`src/rtl/core/timed_transition_table_top_macros.svh`:
```
// ----------------------------------------------------------------------------
// Assertion macros for the timed transition table
// Concurrent checks clocked on clk and disabled while rst_n is low.
// ----------------------------------------------------------------------------
`ifndef TIMED_TRANSITION_TABLE_TOP_MACROS_SVH
`define TIMED_TRANSITION_TABLE_TOP_MACROS_SVH
`ifndef SYNTHESIS
`define TTT_ASSERT(lbl, prop, msg) \
    lbl: assert property (@(posedge clk) disable iff (!rst_n) prop) else $error(msg);
`define TTT_ASSERT_NEVER(lbl, cond, msg) `TTT_ASSERT(lbl, !(cond), msg)
`else
`define TTT_ASSERT(lbl, prop, msg)
`define TTT_ASSERT_NEVER(lbl, cond, msg)
`endif
`endif

```
`src/rtl/core/ttt_pkg.sv`:
```
// ----------------------------------------------------------------------------
// Timed transition table package
// Field widths, input kinds, sequencer states and the divider response.
// ----------------------------------------------------------------------------
`timescale 1ns / 1ps

package ttt_pkg;

    localparam int SLOT_W    = 4;
    localparam int TIME_W    = 32;
    localparam int FRAME_W   = 24;
    localparam int PROG_W    = 18;
    localparam int FRAC_BITS = 16;

    localparam logic [PROG_W-1:0] PROG_MAX = '1;

    localparam logic KIND_START = 1'b0;
    localparam logic KIND_TICK  = 1'b1;

    typedef enum logic [2:0] {
        ST_IDLE,
        ST_REMOVE,
        ST_APPEND,
        ST_TK_SLOT,
        ST_TK_LOAD,
        ST_TK_DIV,
        ST_TK_EMIT,
        ST_TK_MOVE
    } state_t;

    typedef struct packed {
        logic              done;
        logic [PROG_W-1:0] quot;
    } div_rsp_t;

endpackage

```
`src/rtl/core/ttt_ram.sv`:
```
// ----------------------------------------------------------------------------
// Generic single-port-write RAM
// One write port and one read port, with the read data registered.
// ----------------------------------------------------------------------------
`timescale 1ns / 1ps

module ttt_ram #(
    parameter int WIDTH = 32,
    parameter int DEPTH = 16
) (
    input  logic                                       clk,
    input  logic                                       we,
    input  logic [((DEPTH > 1) ? $clog2(DEPTH) : 1)-1:0] waddr,
    input  logic [WIDTH-1:0]                           wdata,
    input  logic [((DEPTH > 1) ? $clog2(DEPTH) : 1)-1:0] raddr,
    output logic [WIDTH-1:0]                           rdata
);

    logic [WIDTH-1:0] mem [DEPTH];

    always_ff @(posedge clk)
    begin
        if (we)
        begin
            mem[waddr] <= wdata;
        end
        rdata <= mem[raddr];
    end

endmodule

```
`src/rtl/core/ttt_div.sv`:
```
// ----------------------------------------------------------------------------
// Progress divider
// Restoring division giving floor(dividend * 2^16 / divisor), saturated,
// one quotient bit per cycle through a single shared subtractor.
// ----------------------------------------------------------------------------
`timescale 1ns / 1ps
`include "timed_transition_table_top_macros.svh"

module ttt_div (
    input  logic                       clk,
    input  logic                       rst_n,
    input  logic                       start,
    input  logic [ttt_pkg::TIME_W-1:0] dividend,
    input  logic [ttt_pkg::TIME_W-1:0] divisor,
    output ttt_pkg::div_rsp_t          rsp
);

    localparam int TW    = ttt_pkg::TIME_W;
    localparam int PW    = ttt_pkg::PROG_W;
    localparam int FB    = ttt_pkg::FRAC_BITS;
    localparam int CNT_W = $clog2(PW + 1);

    logic             busy_reg,  busy_next;
    logic             done_reg,  done_next;
    logic [CNT_W-1:0] cnt_reg,   cnt_next;
    logic [TW-1:0]    rem_reg,   rem_next;
    logic [PW-1:0]    sh_reg,    sh_next;
    logic [TW-1:0]    d_reg,     d_next;
    logic [PW-1:0]    quot_reg,  quot_next;

    logic [TW:0]      trial;
    logic [TW+1:0]    diff;
    logic             ge;
    logic             saturate;

    // The quotient only fits in PW bits when dividend < 4 * divisor.
    assign saturate = (divisor == '0) ||
                      ({2'b00, dividend} >= {divisor, 2'b00});
    assign trial    = {rem_reg, sh_reg[PW-1]};
    assign diff     = {1'b0, trial} - {2'b00, d_reg};
    assign ge       = !diff[TW+1];

    always_comb
    begin
        busy_next = busy_reg;
        done_next = 1'b0;
        cnt_next  = cnt_reg;
        rem_next  = rem_reg;
        sh_next   = sh_reg;
        d_next    = d_reg;
        quot_next = quot_reg;
        if (start)
        begin
            d_next = divisor;
            if (saturate)
            begin
                quot_next = ttt_pkg::PROG_MAX;
                done_next = 1'b1;
            end
            else
            begin
                rem_next  = {2'b00, dividend[TW-1:2]};
                sh_next   = {dividend[1:0], {FB{1'b0}}};
                quot_next = '0;
                cnt_next  = CNT_W'(PW);
                busy_next = 1'b1;
            end
        end
        else if (busy_reg)
        begin
            rem_next  = ge ? diff[TW-1:0] : trial[TW-1:0];
            quot_next = {quot_reg[PW-2:0], ge};
            sh_next   = {sh_reg[PW-2:0], 1'b0};
            cnt_next  = cnt_reg - CNT_W'(1);
            if (cnt_reg == CNT_W'(1))
            begin
                busy_next = 1'b0;
                done_next = 1'b1;
            end
        end
    end

    always_ff @(posedge clk or negedge rst_n)
    begin
        if (!rst_n)
        begin
            busy_reg <= 1'b0;
            done_reg <= 1'b0;
            cnt_reg  <= '0;
        end
        else
        begin
            busy_reg <= busy_next;
            done_reg <= done_next;
            cnt_reg  <= cnt_next;
        end
    end

    always_ff @(posedge clk)
    begin
        rem_reg  <= rem_next;
        sh_reg   <= sh_next;
        d_reg    <= d_next;
        quot_reg <= quot_next;
    end

    assign rsp.done = done_reg;
    assign rsp.quot = quot_reg;

    `TTT_ASSERT(a_div_start_idle, start |-> !busy_reg, "divider started while busy")
    `TTT_ASSERT_NEVER(a_div_done_busy, done_reg && busy_reg, "divider done while busy")
    `TTT_ASSERT(a_div_busy_cnt, busy_reg |-> (cnt_reg != '0), "divider busy with no steps left")

endmodule

```
`src/rtl/core/timed_transition_table_top.sv`:
```
// ----------------------------------------------------------------------------
// Timed transition table
// Keeps up to SLOTS timed transitions in an active list and reports their
// progress on every frame tick.
// ----------------------------------------------------------------------------
// Usage. Items arrive on the s_axis channel. tuser carries the kind: a start
// (re)arms one slot with a duration in microseconds, a tick advances every
// active transition by the frame time. A start produces no result; a tick
// produces one result per list entry visited on the m_axis channel, in walk
// order, with tlast on the final one and tuser set when the transition has
// ended and been dropped from the list. A tick with no active entry is
// silent.
// Sequence. The block takes one item at a time. A start removes the slot
// from the list if it was active and then appends it. A tick visits each
// entry with a list read, a table read, the progress divider (one quotient
// bit per cycle for 18 bits) and a result. An entry whose progress
// saturates skips the bit-by-bit division, and an entry that has ended is
// followed by a move step that puts the last list entry into its place.
// Reset clears the active flags and the count; the slot stores need no
// clearing. Each result sits in an output register; when the receiver stalls
// the walk simply waits at that result, and an item may be accepted while
// the last result of a tick is still waiting to be taken.
// ----------------------------------------------------------------------------
`timescale 1ns / 1ps
`include "timed_transition_table_top_macros.svh"

module timed_transition_table_top #(
    parameter int SLOTS = 16
) (
    input  logic        clk,
    input  logic        rst_n,
    // Input items.
    input  logic        s_axis_tvalid,
    output logic        s_axis_tready,
    input  logic [63:0] s_axis_tdata,   // slot[3:0], duration[35:4], frame_us[59:36]
    input  logic [0:0]  s_axis_tuser,   // kind[0]
    // Results.
    output logic        m_axis_tvalid,
    input  logic        m_axis_tready,
    output logic [23:0] m_axis_tdata,   // slot_id[3:0], progress[21:4]
    output logic [0:0]  m_axis_tuser,   // ended[0]
    output logic        m_axis_tlast
);

    localparam int IW = (SLOTS > 1) ? $clog2(SLOTS) : 1;
    localparam int CW = $clog2(SLOTS + 1);
    localparam int SW = ttt_pkg::SLOT_W;
    localparam int TW = ttt_pkg::TIME_W;
    localparam int FW = ttt_pkg::FRAME_W;
    localparam int PW = ttt_pkg::PROG_W;
    localparam int FB = ttt_pkg::FRAC_BITS;

    // Input fields as they sit in the transfer.
    logic [SW-1:0] in_slot;
    logic [TW-1:0] in_dur;
    logic [FW-1:0] in_ft;
    logic          in_kind;
    logic          in_range;

    assign in_slot  = s_axis_tdata[SW-1:0];
    assign in_dur   = s_axis_tdata[SW+TW-1:SW];
    assign in_ft    = s_axis_tdata[SW+TW+FW-1:SW+TW];
    assign in_kind  = s_axis_tuser[0];
    assign in_range = (32'(in_slot) < 32'(SLOTS));

    // Control state.
    ttt_pkg::state_t state_reg, state_next;
    logic [CW-1:0]    cnt_reg,    cnt_next;
    logic [CW-1:0]    i_reg,      i_next;
    logic [SLOTS-1:0] active_reg, active_next;
    logic             out_valid_reg, out_valid_next;

    // Payload registers.
    logic [IW-1:0] slot_reg, slot_next;
    logic [TW-1:0] dur_reg;
    logic [FW-1:0] ft_reg;
    logic [TW-1:0] el_reg;
    logic [SW-1:0] out_slot_reg;
    logic [PW-1:0] out_prog_reg;
    logic          out_end_reg;
    logic          out_last_reg;

    // Memory ports.
    logic          ord_we,  pos_we,  el_we,  dur_we;
    logic [IW-1:0] ord_waddr, ord_wdata, ord_raddr, ord_rdata;
    logic [IW-1:0] pos_waddr, pos_wdata, pos_raddr, pos_rdata;
    logic [IW-1:0] tbl_raddr;
    logic [TW-1:0] el_wdata, el_rdata, dur_rdata;

    // Divider.
    logic              div_start;
    ttt_pkg::div_rsp_t div_rsp;

    // Walk helpers.
    logic [CW-1:0] cnt_m1;
    logic [CW-1:0] i_inc;
    logic          last_entry;
    logic          ended;
    logic [TW:0]   sum_ext;
    logic [TW-1:0] el_sat;
    logic          in_take;
    logic          out_load;
    logic          out_free;

    assign cnt_m1     = cnt_reg - CW'(1);
    assign i_inc      = i_reg + CW'(1);
    assign last_entry = (i_inc >= cnt_reg);
    // Progress of one or more means elapsed has reached the duration.
    assign ended      = (div_rsp.quot[PW-1:FB] != '0);
    assign sum_ext    = {1'b0, el_reg} + (TW + 1)'(ft_reg);
    assign el_sat     = sum_ext[TW] ? '1 : sum_ext[TW-1:0];
    assign out_free   = !out_valid_reg || m_axis_tready;
    assign in_take    = s_axis_tvalid && s_axis_tready;

    ttt_ram #(.WIDTH(IW), .DEPTH(SLOTS)) u_order_ram (
        .clk   (clk),
        .we    (ord_we),
        .waddr (ord_waddr),
        .wdata (ord_wdata),
        .raddr (ord_raddr),
        .rdata (ord_rdata)
    );

    ttt_ram #(.WIDTH(IW), .DEPTH(SLOTS)) u_pos_ram (
        .clk   (clk),
        .we    (pos_we),
        .waddr (pos_waddr),
        .wdata (pos_wdata),
        .raddr (pos_raddr),
        .rdata (pos_rdata)
    );

    ttt_ram #(.WIDTH(TW), .DEPTH(SLOTS)) u_elapsed_ram (
        .clk   (clk),
        .we    (el_we),
        .waddr (slot_reg),
        .wdata (el_wdata),
        .raddr (tbl_raddr),
        .rdata (el_rdata)
    );

    ttt_ram #(.WIDTH(TW), .DEPTH(SLOTS)) u_duration_ram (
        .clk   (clk),
        .we    (dur_we),
        .waddr (slot_reg),
        .wdata (dur_reg),
        .raddr (tbl_raddr),
        .rdata (dur_rdata)
    );

    // The divider samples both operands straight from the table read ports
    // in the cycle it is started.
    ttt_div u_div (
        .clk      (clk),
        .rst_n    (rst_n),
        .start    (div_start),
        .dividend (el_rdata),
        .divisor  (dur_rdata),
        .rsp      (div_rsp)
    );

    // Sequencer: next state, memory controls and result loading.
    always_comb
    begin
        state_next    = state_reg;
        cnt_next      = cnt_reg;
        i_next        = i_reg;
        slot_next     = slot_reg;
        active_next   = active_reg;
        s_axis_tready = 1'b0;
        ord_we        = 1'b0;
        ord_waddr     = '0;
        ord_wdata     = '0;
        ord_raddr     = '0;
        pos_we        = 1'b0;
        pos_waddr     = '0;
        pos_wdata     = '0;
        pos_raddr     = '0;
        el_we         = 1'b0;
        el_wdata      = '0;
        dur_we        = 1'b0;
        tbl_raddr     = '0;
        div_start     = 1'b0;
        out_load      = 1'b0;

        unique case (state_reg)
            ttt_pkg::ST_IDLE:
            begin
                s_axis_tready = 1'b1;
                if (s_axis_tvalid)
                begin
                    slot_next = IW'(in_slot);
                    i_next    = '0;
                    if (in_kind == ttt_pkg::KIND_START)
                    begin
                        pos_raddr = IW'(in_slot);
                        ord_raddr = cnt_m1[IW-1:0];
                        if (in_range)
                        begin
                            state_next = active_reg[IW'(in_slot)] ? ttt_pkg::ST_REMOVE
                                                                 : ttt_pkg::ST_APPEND;
                        end
                    end
                    else if (cnt_reg != '0)
                    begin
                        ord_raddr  = '0;
                        state_next = ttt_pkg::ST_TK_SLOT;
                    end
                end
            end

            ttt_pkg::ST_REMOVE:
            begin
                // Move the last list entry into the slot's old place.
                ord_we                = 1'b1;
                ord_waddr             = pos_rdata;
                ord_wdata             = ord_rdata;
                pos_we                = 1'b1;
                pos_waddr             = ord_rdata;
                pos_wdata             = pos_rdata;
                active_next[slot_reg] = 1'b0;
                cnt_next              = cnt_m1;
                state_next            = ttt_pkg::ST_APPEND;
            end

            ttt_pkg::ST_APPEND:
            begin
                if (32'(cnt_reg) < 32'(SLOTS))
                begin
                    el_we                 = 1'b1;
                    el_wdata              = '0;
                    dur_we                = 1'b1;
                    pos_we                = 1'b1;
                    pos_waddr             = slot_reg;
                    pos_wdata             = cnt_reg[IW-1:0];
                    ord_we                = 1'b1;
                    ord_waddr             = cnt_reg[IW-1:0];
                    ord_wdata             = slot_reg;
                    active_next[slot_reg] = 1'b1;
                    cnt_next              = cnt_reg + CW'(1);
                end
                state_next = ttt_pkg::ST_IDLE;
            end

            ttt_pkg::ST_TK_SLOT:
            begin
                slot_next  = ord_rdata;
                tbl_raddr  = ord_rdata;
                state_next = ttt_pkg::ST_TK_LOAD;
            end

            ttt_pkg::ST_TK_LOAD:
            begin
                div_start  = 1'b1;
                state_next = ttt_pkg::ST_TK_DIV;
            end

            ttt_pkg::ST_TK_DIV:
            begin
                if (div_rsp.done)
                begin
                    state_next = ttt_pkg::ST_TK_EMIT;
                end
            end

            ttt_pkg::ST_TK_EMIT:
            begin
                if (out_free)
                begin
                    out_load = 1'b1;
                    if (ended)
                    begin
                        ord_raddr  = cnt_m1[IW-1:0];
                        state_next = ttt_pkg::ST_TK_MOVE;
                    end
                    else
                    begin
                        el_we     = 1'b1;
                        el_wdata  = el_sat;
                        i_next    = i_inc;
                        ord_raddr = i_inc[IW-1:0];
                        state_next = last_entry ? ttt_pkg::ST_IDLE : ttt_pkg::ST_TK_SLOT;
                    end
                end
            end

            ttt_pkg::ST_TK_MOVE:
            begin
                // The moved entry takes this place and is handled next, unless the ended entry was the last one.
                ord_we                = 1'b1;
                ord_waddr             = i_reg[IW-1:0];
                ord_wdata             = ord_rdata;
                pos_we                = 1'b1;
                pos_waddr             = ord_rdata;
                pos_wdata             = i_reg[IW-1:0];
                active_next[slot_reg] = 1'b0;
                cnt_next              = cnt_m1;
                slot_next             = ord_rdata;
                tbl_raddr             = ord_rdata;
                state_next = (i_reg >= cnt_m1) ? ttt_pkg::ST_IDLE : ttt_pkg::ST_TK_LOAD;
            end

            default:
            begin
                state_next = ttt_pkg::ST_IDLE;
            end
        endcase

        out_valid_next = out_load ? 1'b1 : (m_axis_tready ? 1'b0 : out_valid_reg);
    end

    always_ff @(posedge clk or negedge rst_n)
    begin
        if (!rst_n)
        begin
            state_reg     <= ttt_pkg::ST_IDLE;
            cnt_reg       <= '0;
            i_reg         <= '0;
            active_reg    <= '0;
            out_valid_reg <= 1'b0;
        end
        else
        begin
            state_reg     <= state_next;
            cnt_reg       <= cnt_next;
            i_reg         <= i_next;
            active_reg    <= active_next;
            out_valid_reg <= out_valid_next;
        end
    end

    always_ff @(posedge clk)
    begin
        slot_reg <= slot_next;
        if (in_take)
        begin
            dur_reg <= in_dur;
            ft_reg  <= in_ft;
        end
        if (state_reg == ttt_pkg::ST_TK_LOAD)
        begin
            el_reg <= el_rdata;
        end
        if (out_load)
        begin
            out_slot_reg <= SW'(slot_reg);
            out_prog_reg <= div_rsp.quot;
            out_end_reg  <= ended;
            out_last_reg <= last_entry;
        end
    end

    assign m_axis_tvalid = out_valid_reg;
    assign m_axis_tdata  = {{(24 - PW - SW){1'b0}}, out_prog_reg, out_slot_reg};
    assign m_axis_tuser  = out_end_reg;
    assign m_axis_tlast  = out_last_reg;

    `TTT_ASSERT(a_count_matches_flags, (state_reg == ttt_pkg::ST_IDLE) |-> ($countones(active_reg) == 32'(cnt_reg)), "active count disagrees with slot flags")
    `TTT_ASSERT(a_count_bound, 32'(cnt_reg) <= 32'(SLOTS), "active count above slot count")
    `TTT_ASSERT(a_div_done_state, div_rsp.done |-> (state_reg == ttt_pkg::ST_TK_DIV), "divider result outside the divide wait")
    `TTT_ASSERT(a_emit_holds, ((state_reg == ttt_pkg::ST_TK_EMIT) && !out_free) |=> (state_reg == ttt_pkg::ST_TK_EMIT), "walk moved on while the result register was full")

endmodule

```
`config.mk`:
```
export PLATFORM = sky130hd
export DESIGN_NAME = timed_transition_table_top
export DESIGN_NICKNAME = d
export VERILOG_FILES = /design/src/rtl/core/ttt_pkg.sv /design/src/rtl/core/ttt_ram.sv /design/src/rtl/core/ttt_div.sv /design/src/rtl/core/timed_transition_table_top.sv
export VERILOG_INCLUDE_DIRS = /design/src /design/src/rtl/core
export SDC_FILE = /design/constraint.sdc
export NUM_CORES = 2
export LEC_CHECK = 0
export BUFFER_PORTS_ARGS = -buffer_cell sky130_fd_sc_hd__buf_4
export CORE_UTILIZATION = 55
export DETAILED_ROUTE_END_ITERATION = 7
export PLACE_DENSITY = 0.7
export SLEW_MARGIN = 20
export SYNTH_ARGS = -nofsm -noshare
export SYNTH_HDL_FRONTEND = slang
export SYNTH_SLANG_ARGS = --single-unit
```
`constraint.sdc`:
```
create_clock -name clk -period 4.5 [get_ports clk]
set_input_delay 0.45 -clock clk [delete_from_list [all_inputs] [get_ports clk]]
set_output_delay 0.45 -clock clk [all_outputs]
set_load 0.02 [all_outputs]
```
# [Word-level counts from Yosys, hierarchy flattened]
# Memories as Yosys holds them, arrays and structs flattened. A register that Yosys moved wholly into a read port is not among the register bits.
# Index checks and enable logic that the tools add are counted.
[op_classes] n_addsub=6 order_cmp=7 eq_ne=15 n_mux=80 bitwise_logic=3 n_reduce_logical=22
[op_table] op="$mux 32" count=8
[op_table] op="$mux 18" count=6
[op_table] op="$mux 4" count=11
[op_table] op="$mux 5" count=7
[op_table] op="$ge 32x34->1" count=1
[op_table] op="$sub 33x32->34" count=1
[op_table] op="$add 32x24->33" count=1
[op_table] op="$logic_not 32->1" count=1
[op_table] op="$pmux 16 s2" count=1
[op_table] op="$mux 1" count=26
[op_table] op="$pmux 3 s8" count=1
[op_table] op="$pmux 4 s2" count=3
[op_table] op="$mux 3" count=7
[op_table] op="$pmux 5 s2" count=2
[op_table] op="$and 16x16->16" count=1
[op_table] op="$mux 16" count=1
[op_table] op="$not 16->16" count=1
[op_table] op="$or 16x16->16" count=1
[op_table] op="$eq 3x3->1 const B" count=4
[op_table] op="$pmux 4 s3" count=1
[op_table] op="$reduce_bool 2->1" count=6
[op_table] op="$add 5x1->5 const B" count=2
[op_table] op="$ge 5x5->1" count=2
[op_table] op="$lt 4x5->1 const B" count=2
[op_table] op="21 further kinds" count=36
[word_totals] ff_bits=253 ramBits=1152 input_bits=69 out_inout_bits=28 wordCells=157 n_memories=4
[mem_list] memory="u_duration_ram.mem" words=16 word_bits=32 rd=1 rd_ports_with_merged_regs=1 write_ports=1 line_no="ttt_ram.sv:19" text="logic [WIDTH-1:0] mem [DEPTH];"
[mem_list] memory="u_elapsed_ram.mem" words=16 word_bits=32 rd=1 rd_ports_with_merged_regs=1 write_ports=1 line_no="ttt_ram.sv:19"
[mem_list] memory="u_order_ram.mem" words=16 word_bits=4 rd=1 rd_ports_with_merged_regs=1 write_ports=1 line_no="ttt_ram.sv:19"
[mem_list] memory="u_pos_ram.mem" words=16 word_bits=4 rd=1 rd_ports_with_merged_regs=1 write_ports=1 line_no="ttt_ram.sv:19"

# [Depth between registers and ports, before layout]
[logic_depth] ltp_word=7 depth_mapped=14 ltp_nobuf=13

# [Modules after synthesis]
# Synthesis repeated with hierarchy kept, for this count alone.
[hier_totals] hier_cells=3188 area_unflattened_um2=58640.0
[modules_own_cells] module="ttt_ram at u_duration_ram" n_inst=1 cells_per_inst=838 area_per_inst_um2=19854.0 seq_area_each_um2=16015.4
[modules_own_cells] module="ttt_ram at u_elapsed_ram" n_inst=1 cells_per_inst=838 area_per_inst_um2=19835.3 seq_area_each_um2=16015.4
[modules_own_cells] module="timed_transition_table_top" n_inst=1 cells_per_inst=595 area_per_inst_um2=7233.2 seq_area_each_um2=4234.1
[modules_own_cells] module="ttt_div" n_inst=1 cells_per_inst=657 area_per_inst_um2=6384.9 seq_area_each_um2=2697.6
[modules_own_cells] module="ttt_ram at u_order_ram ..." n_inst=2 cells_per_inst=130 area_per_inst_um2=2666.3 seq_area_each_um2=2001.9

# [Worst setup path after synthesis]
# OpenSTA, ideal clock, no wires.
[synth_path] path_kind="register to register" start="reg state_reg[0]" end="mem u_elapsed_ram.mem[11][0] (enable)" setup_ns=0.421 t_arrival_ns=3.483 t_required_ns=4.079 setup_slack_ns=0.595 stages_incl_launch_ff=9 period_less_slack_ns=3.905 cell_sequence="dfrtp_1 > buf_6 > nand3b_4 > nor2b_2 > and2_1 > buf_4 > nor2_1 > clkbuf_1 > nor2_1"
[synth_via] elab_chain_len=4
[synth_lines] item="from (decl)" line_no="timed_transition_table_top.sv:67" text="ttt_pkg::state_t state_reg, state_next;"
[synth_lines] item="from (signal assigned)" line_no="timed_transition_table_top.sv:316" text="state_reg <= ttt_pkg::ST_IDLE;"
[synth_lines] item="from (signal assigned)" line_no="timed_transition_table_top.sv:324" text="state_reg <= state_next;"
[synth_lines] item="$eq 3x3->1 / $eq 3x2->1 (equally long branches)" line_no="timed_transition_table_top.sv:186" text="unique case (state_reg)"
[synth_lines] item="$pmux 1 s2 (*)" line_no="timed_transition_table_top.sv:186"
[synth_lines] item="$mux 1 (*)" line_no="ttt_ram.sv:23" text="if (we)"
[synth_lines] item="$mux 1 (not written as such) (*)" line_no="ttt_ram.sv:25" text="mem[waddr] <= wdata;"
[synth_lines] item="to (decl)" line_no="ttt_ram.sv:19"
# Mark *: on every way between the ends. The rest lies on a longest branch, timed or not.

# [Worst setup path after layout]
[layout_path] start="reg ft_reg[0]" end="mem u_elapsed_ram.mem[0][26], data pin"
[layout_via] elab_chain_len=5
[layout_lines] item="from (decl)" line_no="timed_transition_table_top.sv:76" text="logic [FW-1:0] ft_reg;"
[layout_lines] item="from (signal assigned)" line_no="timed_transition_table_top.sv:338" text="ft_reg <= in_ft;"
[layout_lines] item="$add 32x24->33" line_no="timed_transition_table_top.sv:110" text="assign sum_ext = {1'b0, el_reg} + (TW + 1)'(ft_reg);"
[layout_lines] item="$mux 32" line_no="timed_transition_table_top.sv:111" text="assign el_sat = sum_ext[TW] ? '1 : sum_ext[TW-1:0];"
[layout_lines] item="$mux 32" line_no="timed_transition_table_top.sv:271" text="if (ended)"
[layout_lines] item="$mux 32" line_no="timed_transition_table_top.sv:268" text="if (out_free)"
[layout_lines] item="$mux 32"
[layout_lines] item="via el_wdata[26]" line_no="timed_transition_table_top.sv:88" text="logic [TW-1:0] el_wdata, el_rdata, dur_rdata;"
# The timed path passes the listed nets, and every way through them passes these cells.

==> summary.log <==
qor: run_status.outcome finished, final reports clean
qor: sta.report.final.slew_viol_count 0
qor: worst_setup_path.list_of_cells_traversed_by_the_critical_path ha_1 > fa_1 > a211oi_1 > o21bai_1 > a221o_1 > a22o_1 > a2111oi_1 > buf_4 > or2_1 > nor2_1 > xnor2_1 > a21oi_1
qor: drt.detailroute.via_count 34900
qor: drt.post-route-drc-count 0
qor: drt.detail_route.iter0.violations 3443
qor: clock_network.clockRootBuffer clkbuf_16
qor: worst_setup_path.cp_max_fo 16
qor: global_route.grt_antenna_before_repair 4
qor: finish.flow.area_growth_from_synthesis 13.7%
qor: global_route.grt_usage 0.255
qor: global_route.pin_count_of_the_biggest_net_entering_global_routing 136
qor: finish.final_design_area_no_fill 68600 µm²
qor: placed_design.post-place-ws 421 ps
qor: worst_setup_path.path_class reg -> reg
qor: worst_hold_path.hold_path_depth 3
qor: floorplanning.start_util 0.554
qor: global_route.grt_overflow 0
qor: sta.finClkSkew 23.8 ps
qor: worst_setup_path.worst-endpoint-required 4920 ps
qor: sta.setup_ws 315 ps
qor: worst_setup_path.setup.worst_path.end_class flop
qor: finish.layout_cells_sized_above_1 0.138
qor: logic_synthesis.number_of_distinct_standard_cells_referenced_by_the_synthesized_netlist 85
qor: worst_setup_path.timing.reg2reg.worst_path_depth 12
qor: placed_design.postPlaceCellArea 63100 µm²
qor: worst_hold_path.min_from s_axis_tdata[3]
qor: power.cellLeakagePower 0.0243 µW
qor: power.power.density_cell_area 639 nW/µm²
qor: worst_setup_path.regToRegEndpoint u_elapsed_ram.mem[0][26]$_DFFE_PP_
qor: clock_network.clock_tree_from_tritoncts built
qor: floorplanning.core 109000 µm²
qor: worst_setup_path.worstReg2RegStart ft_reg[0]$_DFFE_PP_
qor: clock_network.cts.reportedPaths.clkPinSlew 60 ps
qor: worst_setup_path.worst-endpoint-arrival 4600 ps
qor: logic_synthesis.mapped_avg_cell_area 15.2 µm²
qor: logic_synthesis.synth.ff_latch_count 1461
qor: global_route.grt_pass1_wl 211 mm
qor: logic_synthesis.post_synth_inst_count 3963
qor: floorplanning.floorplan.rows 121
qor: sta.tightest_slew 1080 ps
qor: flow_run.cap_violations 0
qor: logic_synthesis.syn_area 60300 µm²
qor: clock_network.ctsHtreeMaxLevel 4
qor: power.peakVddDrop 523 µV
qor: drt.wl 142 mm
qor: logic_synthesis.synth_area_leaders edfxtp_1, mux2i_1, mux4_2
qor: finish.final.fill_count 7746
qor: placed_design.portBuffers 90
qor: logic_synthesis.synth_edf_count 1352
qor: logic_synthesis.synth_top_flop_cell edfxtp_1
qor: placed_design.place_hpwl 81.4 mm
qor: clock_network.cts_post_setup_buffers_inserted 0
qor: sta.post-route-period-util 0.930
qor: sta.period_minus_slack 4180 ps
qor: drt.number_of_nets_still_failing_antenna_checks_after_routing 0
qor: sta.grt_setup_unrepaired no
qor: finish.layout_top_registers u_duration_ram.mem: 512 flops, u_elapsed_ram.mem: 512 flops
qor: worst_hold_path.hold_end slot_reg[3]$_DFFE_PP_
qor: placed_design.gp_congestion 0.899
qor: floorplanning.die_h 333 µm
qor: finish.final_nets 4312
qor: logic_synthesis.synth.yosys.seq_area_share 0.713
qor: sta.fmax 0.239 GHz
qor: sta.final.hold.worst_slack 54.8 ps
qor: worst_setup_path.critical_path.startpoint_type flop
qor: sta.fin_setup_tns 0 ps
qor: floorplanning.io_pins 97
qor: logic_synthesis.synth_warnings 0
qor: worst_setup_path.cp_slowest_cell a21oi_1
qor: drt.drt-wirelength-per-cell 24.9 µm
qor: logic_synthesis.synthDominantAreaCellType edfxtp_1
qor: sta.slew_headroom 0.278
qor: finish.final_util 0.631
qor: worst_hold_path.hp-class in -> reg
qor: sta.timing.final.setup_violations 0
qor: worst_setup_path.register_to_register_setup_slack 320 ps
qor: drt.detail_route.first_pass.iterations 6
qor: clock_network.tritoncts.num_buffers 149
qor: sta.hold_vio_cnt_final 0
qor: clock_network.tritoncts_num_sinks 1461
qor: logic_synthesis.synth_top_area_share 0.674
qor: floorplanning.die_area 111000 µm²
qor: floorplanning.die_width 333 µm
qor: logic_synthesis.async_reset_ff_frac 0.0253
qor: clock_network.clock_insertion_delay_worst_skew 760 ps
qor: drt.via_per_inst 6.15
qor: worst_setup_path.critical_path.max_stage_delay 760 ps
qor: global_route.first_global_vias 33700
qor: clock_network.longest_clk_path_bufs 3
-- critical path: cells and delay by family, from the launching register on --
family	cells	cell delay [ps]
compound gates	6	2180
xor+xnor	1	120
fa+ha+maj	2	690
buf+inv	1	210
flops	1	370
simple gates	2	270
-- power by group --
| part | leakage [µW] | switching [µW] | internal (µW) |
|---|---|---|---|
| Sequential | 0.0134 | 1400 | 17100 |
| Clock | 0.00237 | 5190 | 7050 |
| Combinational | 0.00852 | 8040 | 4970 |
| Total | 0.0243 | 14600 | 29100 |
-- cells in the final DEF (no fill, tap or decap), drive strengths merged, types with 13 or more instances in the layout --
| cell | instances |
|---|---|
| edfxtp | 1352 |
| clkbuf | 201 |
| a21o | 37 |
| nor3 | 15 |
| nand2b | 13 |
| nor2b | 151 |
| a21oi | 205 |
| a31oi | 91 |
| dfxtp | 72 |
| clkinv | 56 |
| inv | 100 |
| ha | 101 |
| dlygate4sd3 | 57 |
| nor2 | 174 |
| a211oi | 214 |
| mux4 | 81 |
| nand3 | 38 |
| nand2 | 377 |
| xor2 | 19 |
| o21a | 28 |
| dfrtp | 37 |
| buf | 188 |
| a311oi | 69 |
| o21ai | 85 |
| xnor2 | 36 |
| mux2i | 296 |
-- routing by layer --
layer  GRT usage  part of all wire  wire length [µm]  vias up
met5           0                 0                 0        -
met4      0.0748             0.024              3370        0
met3      0.0360             0.071              9990      211
met2       0.411              0.48             68000     1384
met1       0.364              0.43             60300    17600
li1            -                 -                 -    15700
-- stage by stage --
stage	std cells	total power (µW)
after detailed placement	5346	31600
after CTS	5680	43800
final	5681	43800
after global routing	5680	45700
after global placement	5346	31400
after floorplan	3964	27400
-- what timing repair did --
item	CTS	global route
setup endpoints to repair	0	0
hold endpoints to repair	93	0
resized for setup	0	0
hold buffers	57	0
-- final cells by class --
class / count / area [µm²] / share of cell area
well taps: 1414 / 1770 / 0.0258
multi-input cells: 2188 / 16400 / 0.239
inverters: 95 / 360 / 0.00526
clock buffers: 201 / 4040 / 0.0589
diodes: 1 / 2.50 / 0.0000365
clock inverters: 76 / 835 / 0.0122
flip-flops and latches: 1461 / 43000 / 0.627
repair buffers: 245 / 2210 / 0.0322
-- worst max-delay path by stage --
stage                                   startpoint                                  to  slack (ps)
after floorplan           state_reg[0]$_DFFE_PN0P_  u_elapsed_ram.mem[11][0]$_DFFE_PP_         600
after global placement         ft_reg[0]$_DFFE_PP_  u_elapsed_ram.mem[7][30]$_DFFE_PP_         250
after global routing           ft_reg[0]$_DFFE_PP_  u_elapsed_ram.mem[5][26]$_DFFE_PP_          60
final                          ft_reg[0]$_DFFE_PP_  u_elapsed_ram.mem[0][26]$_DFFE_PP_         320
after detailed placement       ft_reg[0]$_DFFE_PP_  u_elapsed_ram.mem[8][26]$_DFFE_PP_         420
after CTS                      ft_reg[0]$_DFFE_PP_  u_elapsed_ram.mem[0][26]$_DFFE_PP_         360
-- synthesized netlist by cell type (12+ instances only) --
| cell type | count |
|---|---|
| edfxtp_1 | 1352 |
| nand2_1 | 375 |
| mux2i_1 | 296 |
| a211oi_1 | 214 |
| a21oi_1 | 184 |
| nor2_1 | 172 |
| clkbuf_1 | 160 |
| nor2b_1 | 150 |
| ha_1 | 101 |
| inv_1 | 94 |
| a31oi_1 | 90 |
| mux4_2 | 81 |
| o21ai_0 | 78 |
| dfxtp_1 | 72 |
| a311oi_1 | 69 |
| nand3_1 | 38 |
| a21o_1 | 37 |
| dfrtp_1 | 37 |
| xnor2_1 | 36 |
| o21a_1 | 28 |
| buf_1 | 27 |
| a21oi_2 | 21 |
| xor2_1 | 19 |
| buf_2 | 18 |
| nor3_1 | 15 |
| nand2b_1 | 13 |
| and2_1 | 12 |
| nand4_1 | 12 |
-- cells by family (layout without fill, tap and decap cells) --
| family | Yosys count | in the layout | share of synthesized area |
|---|---|---|---|
| xor gates and xnor gates | 55 | 55 | 0.00799 |
| AOI/OAI and AO/OA | 792 | 792 | 0.0893 |
| buffers and inverters | 315 | 617 | 0.0212 |
| other | 1 | 3 | 0.0000622 |
| and+or+nand+nor | 848 | 848 | 0.0655 |
| DFF | 1461 | 1461 | 0.713 |
| muxes | 387 | 387 | 0.0813 |
| adders and majority gates | 104 | 104 | 0.0218 |
Power figures use the tool's default switching activity.
